**src/rtl/core/voxel_grid_ray_pick_remove_defines.svh**
```systemverilog
// ----------------------------------------------------------------------------
// voxel grid ray pick/remove: assertion macros
// shared concurrent assertion forms, clocked on clk with reset arst_n
// ----------------------------------------------------------------------------
`ifndef VOXEL_GRID_RAY_PICK_REMOVE_DEFINES_SVH
`define VOXEL_GRID_RAY_PICK_REMOVE_DEFINES_SVH

// same-cycle implication
`define VGR_ASSERT_NOW(lbl, ante, cons, msg) \
	lbl: assert property (@(posedge clk) disable iff (!arst_n) (ante) |-> (cons)) \
		else $error(msg);

// next-cycle implication
`define VGR_ASSERT_NEXT(lbl, ante, cons, msg) \
	lbl: assert property (@(posedge clk) disable iff (!arst_n) (ante) |=> (cons)) \
		else $error(msg);

`endif

```
**src/rtl/core/vgr_pkg.sv**
```systemverilog
// ----------------------------------------------------------------------------
// vgr_pkg
// types and constants shared by the voxel grid ray pick/remove block
// ----------------------------------------------------------------------------
package vgr_pkg;

	localparam logic CFG_STEP_SIZE = 1'b0;
	localparam logic CFG_MAX_STEPS = 1'b1;

	localparam logic [15:0] STEP_SIZE_RST = 16'd3277;
	localparam logic [19:0] MAX_STEPS_RST = 20'd20000;

	localparam logic [1:0] MODE_READ  = 2'd0;
	localparam logic [1:0] MODE_WRITE = 2'd1;
	localparam logic [1:0] MODE_RAY   = 2'd2;

	typedef enum logic [1:0] {
		K_READ,
		K_WRITE,
		K_RAY,
		K_NOP
	} kind_t;

	typedef struct packed {
		kind_t              kind;
		logic               in_bounds;
		logic [7:0]         cell_x;
		logic [7:0]         cell_y;
		logic [7:0]         cell_z;
		logic [1:0]         new_type;
		logic signed [31:0] origin_x;
		logic signed [31:0] origin_y;
		logic signed [31:0] origin_z;
		logic signed [23:0] dir_x;
		logic signed [23:0] dir_y;
		logic signed [23:0] dir_z;
	} cmd_t;

	typedef struct packed {
		logic [1:0] read_type;
		logic       hit;
		logic [7:0] hit_x;
		logic [7:0] hit_y;
		logic [7:0] hit_z;
		logic [1:0] removed_type;
	} res_t;

	typedef struct packed {
		logic full;
		logic empty;
	} q_stat_t;

endpackage

```
**src/rtl/core/vgr_cmd_fifo.sv**
```systemverilog
// ----------------------------------------------------------------------------
// vgr_cmd_fifo
// two-entry command queue between front and back
// ----------------------------------------------------------------------------
module vgr_cmd_fifo import vgr_pkg::*; (
	input  logic    clk,
	input  logic    arst_n,
	input  logic    push,
	input  cmd_t    push_cmd,
	input  logic    pop,
	output cmd_t    head,
	output q_stat_t stat
);

	cmd_t       mem_q [2];
	logic       wr_ptr_q;
	logic       rd_ptr_q;
	logic [1:0] count_q;

	assign head       = mem_q[rd_ptr_q];
	assign stat.full  = (count_q == 2'd2);
	assign stat.empty = (count_q == 2'd0);

	always_ff @(posedge clk or negedge arst_n) begin
		if (!arst_n) begin
			wr_ptr_q <= 1'b0;
			rd_ptr_q <= 1'b0;
			count_q  <= 2'd0;
		end else begin
			if (push)
				wr_ptr_q <= !wr_ptr_q;
			if (pop)
				rd_ptr_q <= !rd_ptr_q;
			if (push && !pop)
				count_q <= count_q + 2'd1;
			else if (pop && !push)
				count_q <= count_q - 2'd1;
		end
	end

	always_ff @(posedge clk) begin
		if (push)
			mem_q[wr_ptr_q] <= push_cmd;
	end

endmodule

```
**config.mk**
```make
export PLATFORM = sky130hd
export DESIGN_NAME = vgr_cmd_fifo
export DESIGN_NICKNAME = d
export VERILOG_FILES = /design/src/rtl/core/voxel_grid_ray_pick_remove_defines.svh /design/src/rtl/core/vgr_pkg.sv /design/src/rtl/core/vgr_cmd_fifo.sv
export SDC_FILE = /design/constraint.sdc
export NUM_CORES = 1
export LEC_CHECK = 0
export ABC_CLOCK_PERIOD_IN_PS = 11050
export BUFFER_PORTS_ARGS = -buffer_cell sky130_fd_sc_hd__buf_2
export CORE_MARGIN = 4
export CORE_UTILIZATION = 52
export DETAILED_ROUTE_END_ITERATION = 16
export MAX_ROUTING_LAYER = met4
export PLACE_DENSITY = 0.79
export SETUP_SLACK_MARGIN = 0.2
export SLEW_MARGIN = 20
export SYNTH_ARGS = -nofsm -noshare
export SYNTH_HDL_FRONTEND = slang
export SYNTH_SLANG_ARGS = --single-unit
```
**constraint.sdc**
```tcl
create_clock -name clk -period 11.05 [get_ports clk]
set_input_delay 1.6575 -clock clk [delete_from_list [all_inputs] [get_ports clk]]
set_output_delay 1.6575 -clock clk [all_outputs]
set_load 0.02 [all_outputs]
```
Word level (Yosys, flattened, before mapping)
Memories as Yosys holds them, arrays and structs flattened. Cells that the tools add are included. Widths: inputs -> output; s select.

Flip-flop bits (word level): 4. Bits in writable memories: 394. Memories: 1.

Add/sub/neg operators: 2. Equal/unequal tests: 1. Mux-type cells: 4. Reductions and logical operators: 8.

Memory list: mem_q (depth 2, bits a word 197, rd ports 1, clocked after memory_dff 0, write ports 1, RTL line vgr_cmd_fifo.sv:15) `cmd_t mem_q [2];`.

Operators by type and width (count): $logic_not 1->1 (4); $mux 2 (2); $add 2x1->2 const B (1); $eq 2x2->1 const B (1); $logic_and 1x1->1 (2); $logic_not 2->1 (1); $mux 1 (2); $reduce_bool 2->1 (1); $sub 2x1->2 const B (1).

Longest topological paths before layout
Gate-level depths: netlist of run 1.

Word-level depth: 4. Mapped depth: 5. Mapped depth without buffers: 5.

Worst setup path after synthesis of run 1
OpenSTA, ideal clock, no wires.

Path kind: input to register. Start: input port push. End: memory mem_q[0][0] (netlist bit), enable pin. Library setup time: 0.781 ns. Arrival: 10.153 ns. Slack: 0.116 ns. Stages on the path: 1. Buffers on the path: 0. Cells stage by stage: nor2b_1.

Cells in the longest elaborated chain, start to end: 2.

RTL lines: start: declaration (RTL line vgr_cmd_fifo.sv:8) `input logic push,`; $mux 1 (RTL line vgr_cmd_fifo.sv:42) `if (push)`; $mux 1 (implied by the code) (RTL line vgr_cmd_fifo.sv:43) `mem_q[wr_ptr_q] <= push_cmd;`; end: declaration (RTL line vgr_cmd_fifo.sv:15).

No other way between the ends.

==> results of run 1 <==
## Yosys cell counts
master and instances:
xnor2_1 1, and2_1 1, buf_6 15, nor2b_1 2, buf_2 7, ha_1 1, xor2_1 4, mux2_2 96
inv_1 1, mux2_4 101, nor2_1 2, edfxtp_1 394, dfrtp_1 4
## cell type report
class,instances,area [um^2]
sequential,398,11900
fill,1907,9540
multi-input combinational,208,2690
timing repair buffer,406,2050
clock buffer,53,1070
tap,378,473
clock inverter,15,130
antenna,16,40.0
inverter,1,3.75
## sequential cells by signal, indices dropped and copies added, names as in the netlist
name,count
mem_q,394
count_q,2
rd_ptr_q,1
wr_ptr_q,1
## logic make-up after synthesis
logic type                 after synthesis  share of synthesized area [%]
and+or+nand+nor                          5                          0.177
DFF                                    398                           80.5
muxes                                  197                           17.5
xor gates and xnor gates                 5                          0.295
buffers and inverters                   23                           1.40
adders and majority gates                1                         0.0844
## report_power, final
part           switching, W  internal [W]
combinational      0.000926      0.000682
sequential         0.000126       0.00201
clock              0.000515      0.000727
total               0.00157       0.00342
## through the flow
step	hold WS (ns)	util (%)	power, W
4_1_cts	0.494	65.7	0.00504
3_3_place_gp	0.471	61.4	0.00376
3_5_place_dp	0.486	61.4	0.00379
6_report	0.487	65.8	0.00498
2_1_floorplan	0.456	-	0.00337
5_1_grt	0.529	65.8	0.00520
## per-layer routing
| layer | global-route usage, % | wire [um] | up-vias |
|---|---|---|---|
| li1 | - | - | 3387 |
| met1 | 21.0 | 11100 | 3721 |
| met2 | 32.7 | 15800 | 315 |
| met3 | 6.20 | 2820 | 49 |
| met4 | 6.19 | 671 | 0 |
| met5 | - | 0 | - |
## final timing paths
| kind | startpoint | end |
|---|---|---|
| hold / removal | count_q[1]$_DFFE_PN0P_ | count_q[1]$_DFFE_PN0P_ |
| hold reg to reg | count_q[1]$_DFFE_PN0P_ | count_q[1]$_DFFE_PN0P_ |
| max in group asynchronous | arst_n | rd_ptr_q$_DFFE_PN0P_ |
| setup reg to reg | wr_ptr_q$_DFFE_PN0P_ | mem_q[0][170]$_DFFE_PP_ |
| min in group asynchronous | arst_n | count_q[0]$_DFFE_PN0P_ |
| setup / recovery | rd_ptr_q$_DFFE_PN0P_ | head[9] |
## critical path, cell delays in order (launching register included)
cell and delay [ns]:
dfrtp_4 1.11, buf_4 0.98, mux2_2 0.43, buf_2 0.17
==> results_dict.tcl, run 1 <==
set metrics [dict create \
    postCtsResizedCells 0 \
    crit_arrival_ns 3.30 \
    setup_tns_ns 0 \
    grt_max_degree 82 \
    synth_area_per_cell_um2 23.6 \
    final_cell_mix "buf_2 (399), edfxtp_1 (394), mux2_4 (101)" \
    cts-root-buf "clkbuf_16" \
    die_y_um 177 \
    ys_types 13 \
    setup_slack_ns 6.09 \
    cp.required_ns 9.39 \
    area_growth_pct 24.1 \
    initial_core_util_pct 53.1 \
    power_per_cell_area_nw_per_um2 271 \
    netlist_area_um2 14800 \
    grt.overflow.total 0 \
    synth_nets 831 \
    whs_path_depth 1 \
    cts_tree "yes" \
    via_count 7472 \
    routed_wl_mm 30.3 \
    drive_gt1_share_pct 60.9 \
    synth.area.top_cells "edfxtp_1 (80%), mux2_4 (10%), mux2_2 (7.3%)" \
    grt_pass1_vias 7953 \
    p_leak_nw 7.19 \
    wl_per_cell_um 20.6 \
    ctsHtreeMaxLevel 2 \
    synth_cells 629 \
    r2r_slack_ns 8.61 \
    cp_max_fo 65 \
    vias_per_cell 5.07 \
    yosys_warnings 0 \
    ys_ff_latch 398 \
    dp_slack_ns 6.63 \
    numCtsBuffers 40 \
    run_status "completed" \
    cts_hold_buffers 0 \
    maxCapViolations 0 \
    port_buffers 399 \
    dp_hpwl_mm 20.6 \
    ios 400 \
    dieArea_um2 31300 \
    place.gp.congestion 0.749 \
    cts_setup_buffers 0 \
    final_area_um2 18400 \
    core_um2 27900 \
    yosysTopAreaCellShare_pct 79.8 \
    dpl-instance-area_um2 17200 \
    relSlewSlack_pct 24.8 \
    end_kind "output pin" \
    finalNetCount 1257 \
    mostFrequentLayoutCell "buf_2" \
    rsz0062_at_grt "false" \
    cts.path.max_buffers 3 \
    insertion_delay_ns 0.51 \
    dr.first_iter.drc_count 548 \
    hold_violations 0 \
    tightest_slew_ns 1.13 \
    finalCriticalPeriod_ns 4.96 \
    die_x_um 177 \
    num_rows 61 \
    fin_skew_ns 0.0105 \
    crit_path_start_kind "flop" \
    finalSetupViolations 0 \
    postRouteAntennaNets 0 \
    min_period_over_period_pct 44.8 \
    yosysSeqAreaShare_pct 80.5 \
    fmax_mhz 202 \
    critical_path_class "flop to output pin" \
    antenna_found_initial 14 \
    placed_cells 1391 \
    stdcell_count 1475 \
    grt_pass1_wl_mm 44.0 \
    drcViolationCount 0 \
    firstDrtPassIters 4 \
    synth_top_cell_by_area "edfxtp_1" \
    reg2regPathDepth 3 \
    drv_slew 0 \
    clkSinkCount 398 \
    clk_pin_slew_worst_paths_ns 0.05 \
    hp-class "flop to flop" \
    grt_usage_pct 19.0 \
    max-vdd-ir-drop_mv 0.174 \
]
(Power assumes the default switching activity.)
==> run 2, diff against run 1 <==
--- a/config.mk
+++ b/config.mk
@@ -5,7 +5,8 @@
 export SDC_FILE = /design/constraint.sdc
 export NUM_CORES = 1
 export LEC_CHECK = 0
-export ABC_CLOCK_PERIOD_IN_PS = 11050
+export ABC_AREA = 1
+export ABC_CLOCK_PERIOD_IN_PS = 4950
 export BUFFER_PORTS_ARGS = -buffer_cell sky130_fd_sc_hd__buf_2
 export CORE_MARGIN = 4
 export CORE_UTILIZATION = 52
==> constraint.sdc (replaced) <==
create_clock -name clk -period 4.95 [get_ports clk]
set_input_delay 0.7425 -clock clk [delete_from_list [all_inputs] [get_ports clk]]
set_output_delay 0.7425 -clock clk [all_outputs]
set_load 0.02 [all_outputs]
==> run 2 against run 1 <==
Effect of this change: count of clock-buffer cells in the layout fell by 10; first-iteration DRC count fell by 8.2%; power rose by 120%; combinational power rose by 130%; sequential power rose by 120%; routed wire length fell by 0.65%; worst setup slack got worse by 4.5 ns; synthesized cell count rose by 1.4%; design area rose by 0.31%; clock power rose by 120%; via count rose by 0.82%; non-clock buffer count did not move.
==> results_dict.tcl, run 2 <==
set metrics [dict create \
    synth_nets 840 \
    cts-root-buf "clkbuf_16" \
    seqCellArea_um2 11900 \
    cp_cell_sequence "buf_12 -> mux2_2 -> buf_2" \
    die_x_um 177 \
    synth_area_per_cell_um2 23.3 \
    dr.first_iter.drc_count 503 \
    run_status "completed" \
    firstDrtPassIters 5 \
    postRouteAntennaNets 0 \
    initial_core_util_pct 53.1 \
    wl_per_cell_um 20.3 \
    synth.area.top_cells "edfxtp_1 (80%), mux2_4 (10%), mux2_2 (7.3%)" \
    largest_register_ffs 394 \
    yosysTopAreaCellShare_pct 79.7 \
    setup_slack_ns 1.62 \
    drive_gt1_share_pct 60.5 \
    power.total_w 0.0111 \
    dp_slack_ns 2.13 \
    netlist_top_cells_count "edfxtp_1 (394), mux2_4 (101), mux2_2 (96)" \
    rsz0062_at_grt "false" \
    num_rows 61 \
    grt_pass1_vias 7980 \
    grt_usage_pct 19.0 \
    ys_types 14 \
    largestRegisters "mem_q x394, count_q x2" \
    finalNetCount 1266 \
    min_period_over_period_pct 67.3 \
    synth_top_cell_by_area "edfxtp_1" \
    fin_skew_ns 0.0136 \
    die_y_um 177 \
    maxCapViolations 0 \
    hp-class "input port to flop" \
    finalCriticalPeriod_ns 3.33 \
    grt_pass1_wl_mm 44.1 \
    ios 400 \
    slowest_stage "dfrtp_4" \
    dieArea_um2 31300 \
    final_cell_mix "buf_2 (399), edfxtp_1 (394), mux2_4 (101)" \
    cp.required_ns 4.21 \
    insertion_delay_ns 0.51 \
    ys_ff_latch 398 \
    tightest_slew_ns 1.14 \
    relSlewSlack_pct 24.2 \
    core_um2 27900 \
    place.gp.congestion 0.771 \
    vias_per_cell 5.09 \
    post-synth-top-count-cell "edfxtp_1" \
    numCtsBuffers 40 \
    finalSetupViolations 0 \
    grt_max_degree 187 \
    routed_wl_mm 30.1 \
    cp_max_fo 59 \
    critical_path_class "flop to output pin" \
    port_buffers 399 \
    crit_path_start_kind "flop" \
    p_leak_nw 7.22 \
    via_count 7533 \
    power_per_cell_area_nw_per_um2 600 \
    largest-register "mem_q" \
    clk_pin_slew_worst_paths_ns 0.06 \
    placed_cells 1399 \
    drv_slew 0 \
    synth-edff-count 394 \
    clkSinkCount 398 \
    area_growth_pct 24.3 \
    antenna_found_initial 13 \
    crit_arrival_ns 2.59 \
    ctsHtreeMaxLevel 2 \
    yosys_warnings 0 \
    end_kind "output pin" \
    yosysSeqAreaShare_pct 80.4 \
    stdcell_count 1481 \
    mostFrequentLayoutCell "buf_2" \
    max-vdd-ir-drop_mv 0.436 \
    setup_tns_ns 0 \
    max_stage_delay_ns 1.01 \
    num-fill-cells 1885 \
    dp_hpwl_mm 20.3 \
    cts.path.max_buffers 3 \
    fmax_mhz 300 \
    whs_path_depth 1 \
    cts_tree "yes" \
    synthFlopType "edfxtp_1" \
    netlist_area_um2 14800 \
    reg2regPathDepth 2 \
    async_flop_share_pct 1.01 \
    synth_cells 638 \
    postCtsResizedCells 0 \
    multiInputGateArea_um2 2690 \
    hold_violations 0 \
    grt.overflow.total 0 \
    drcViolationCount 0 \
]
run 2: stage by stage:
step	hold slack (ns)	area, um^2	util, %
6_report	0.418	18400	66.0
5_1_grt	0.392	18400	66.0
4_1_cts	0.384	18400	65.9
3_5_place_dp	0.522	17200	61.7
3_3_place_gp	0.480	17200	61.7
2_1_floorplan	0.447	14900	-
run 2: final timing paths:
path / start / to / slack (ns)
worst max register to register: wr_ptr_q$_DFFE_PN0P_ / mem_q[0][99]$_DFFE_PP_ / 2.79
worst min-delay path: push_cmd[148] / mem_q[0][148]$_DFFE_PP_ / 0.42
worst min register to register: count_q[1]$_DFFE_PN0P_ / count_q[1]$_DFFE_PN0P_ / 0.53
max in group asynchronous: arst_n / rd_ptr_q$_DFFE_PN0P_ / 4.26
worst max-delay path: rd_ptr_q$_DFFE_PN0P_ / head[5] / 1.62
min in group asynchronous: arst_n / count_q[1]$_DFFE_PN0P_ / 0.56
run 2: where the power goes:
group / switching, W / total, W / internal (W)
Combinational: 0.00210 / 0.00363 / 0.00153
Sequential: 0.000258 / 0.00474 / 0.00448
Clock: 0.00115 / 0.00270 / 0.00155
Total: 0.00351 / 0.0111 / 0.00756
run 2: what timing repair did:
action,in CTS,in global routing
endpoints found under the hold margin,4,0
hold buffers,1,0
setup buffers,0,0
setup endpoints to repair,0,0
run 2: critical path, delay by kind of cell (launching register included):
family / cells / cell delay, ns
buf+inv: 2 / 0.60
flops: 1 / 1.01
mux: 1 / 0.39
run 2: area by class of cell:
class / instances / share of cell area [%]
multi-input cells: 211 / 14.6
diodes: 14 / 0.190
inverters: 7 / 0.163
clock inverters: 24 / 0.773
repair buffers: 406 / 11.5
well taps: 378 / 2.56
flip-flops and latches: 398 / 64.7
clock buffers: 43 / 5.60
run 2: cell families (layout without fill, tap and decap cells):
family                   after synthesis  in the layout  share of synthesized area [%]
multiplexers                         197            197                           17.5
XOR/XNOR                               3              3                          0.177
adder cells (fa/ha/maj)                1              1                         0.0843
buffers and inverters                 29            480                           1.55
flip-flops                           398            398                           80.4
other                                  0             14                              0
AND/OR/NAND/NOR                       10             10                          0.278
run 2: per-layer routing:
metal / up-vias / share of wire, % / track usage, %
li1: 3412 / - / -
met1: 3705 / 37 / 21.7
met2: 358 / 51 / 32.0
met3: 58 / 9.7 / 6.05
met4: 0 / 2.8 / 6.74
met5: - / 0 / -
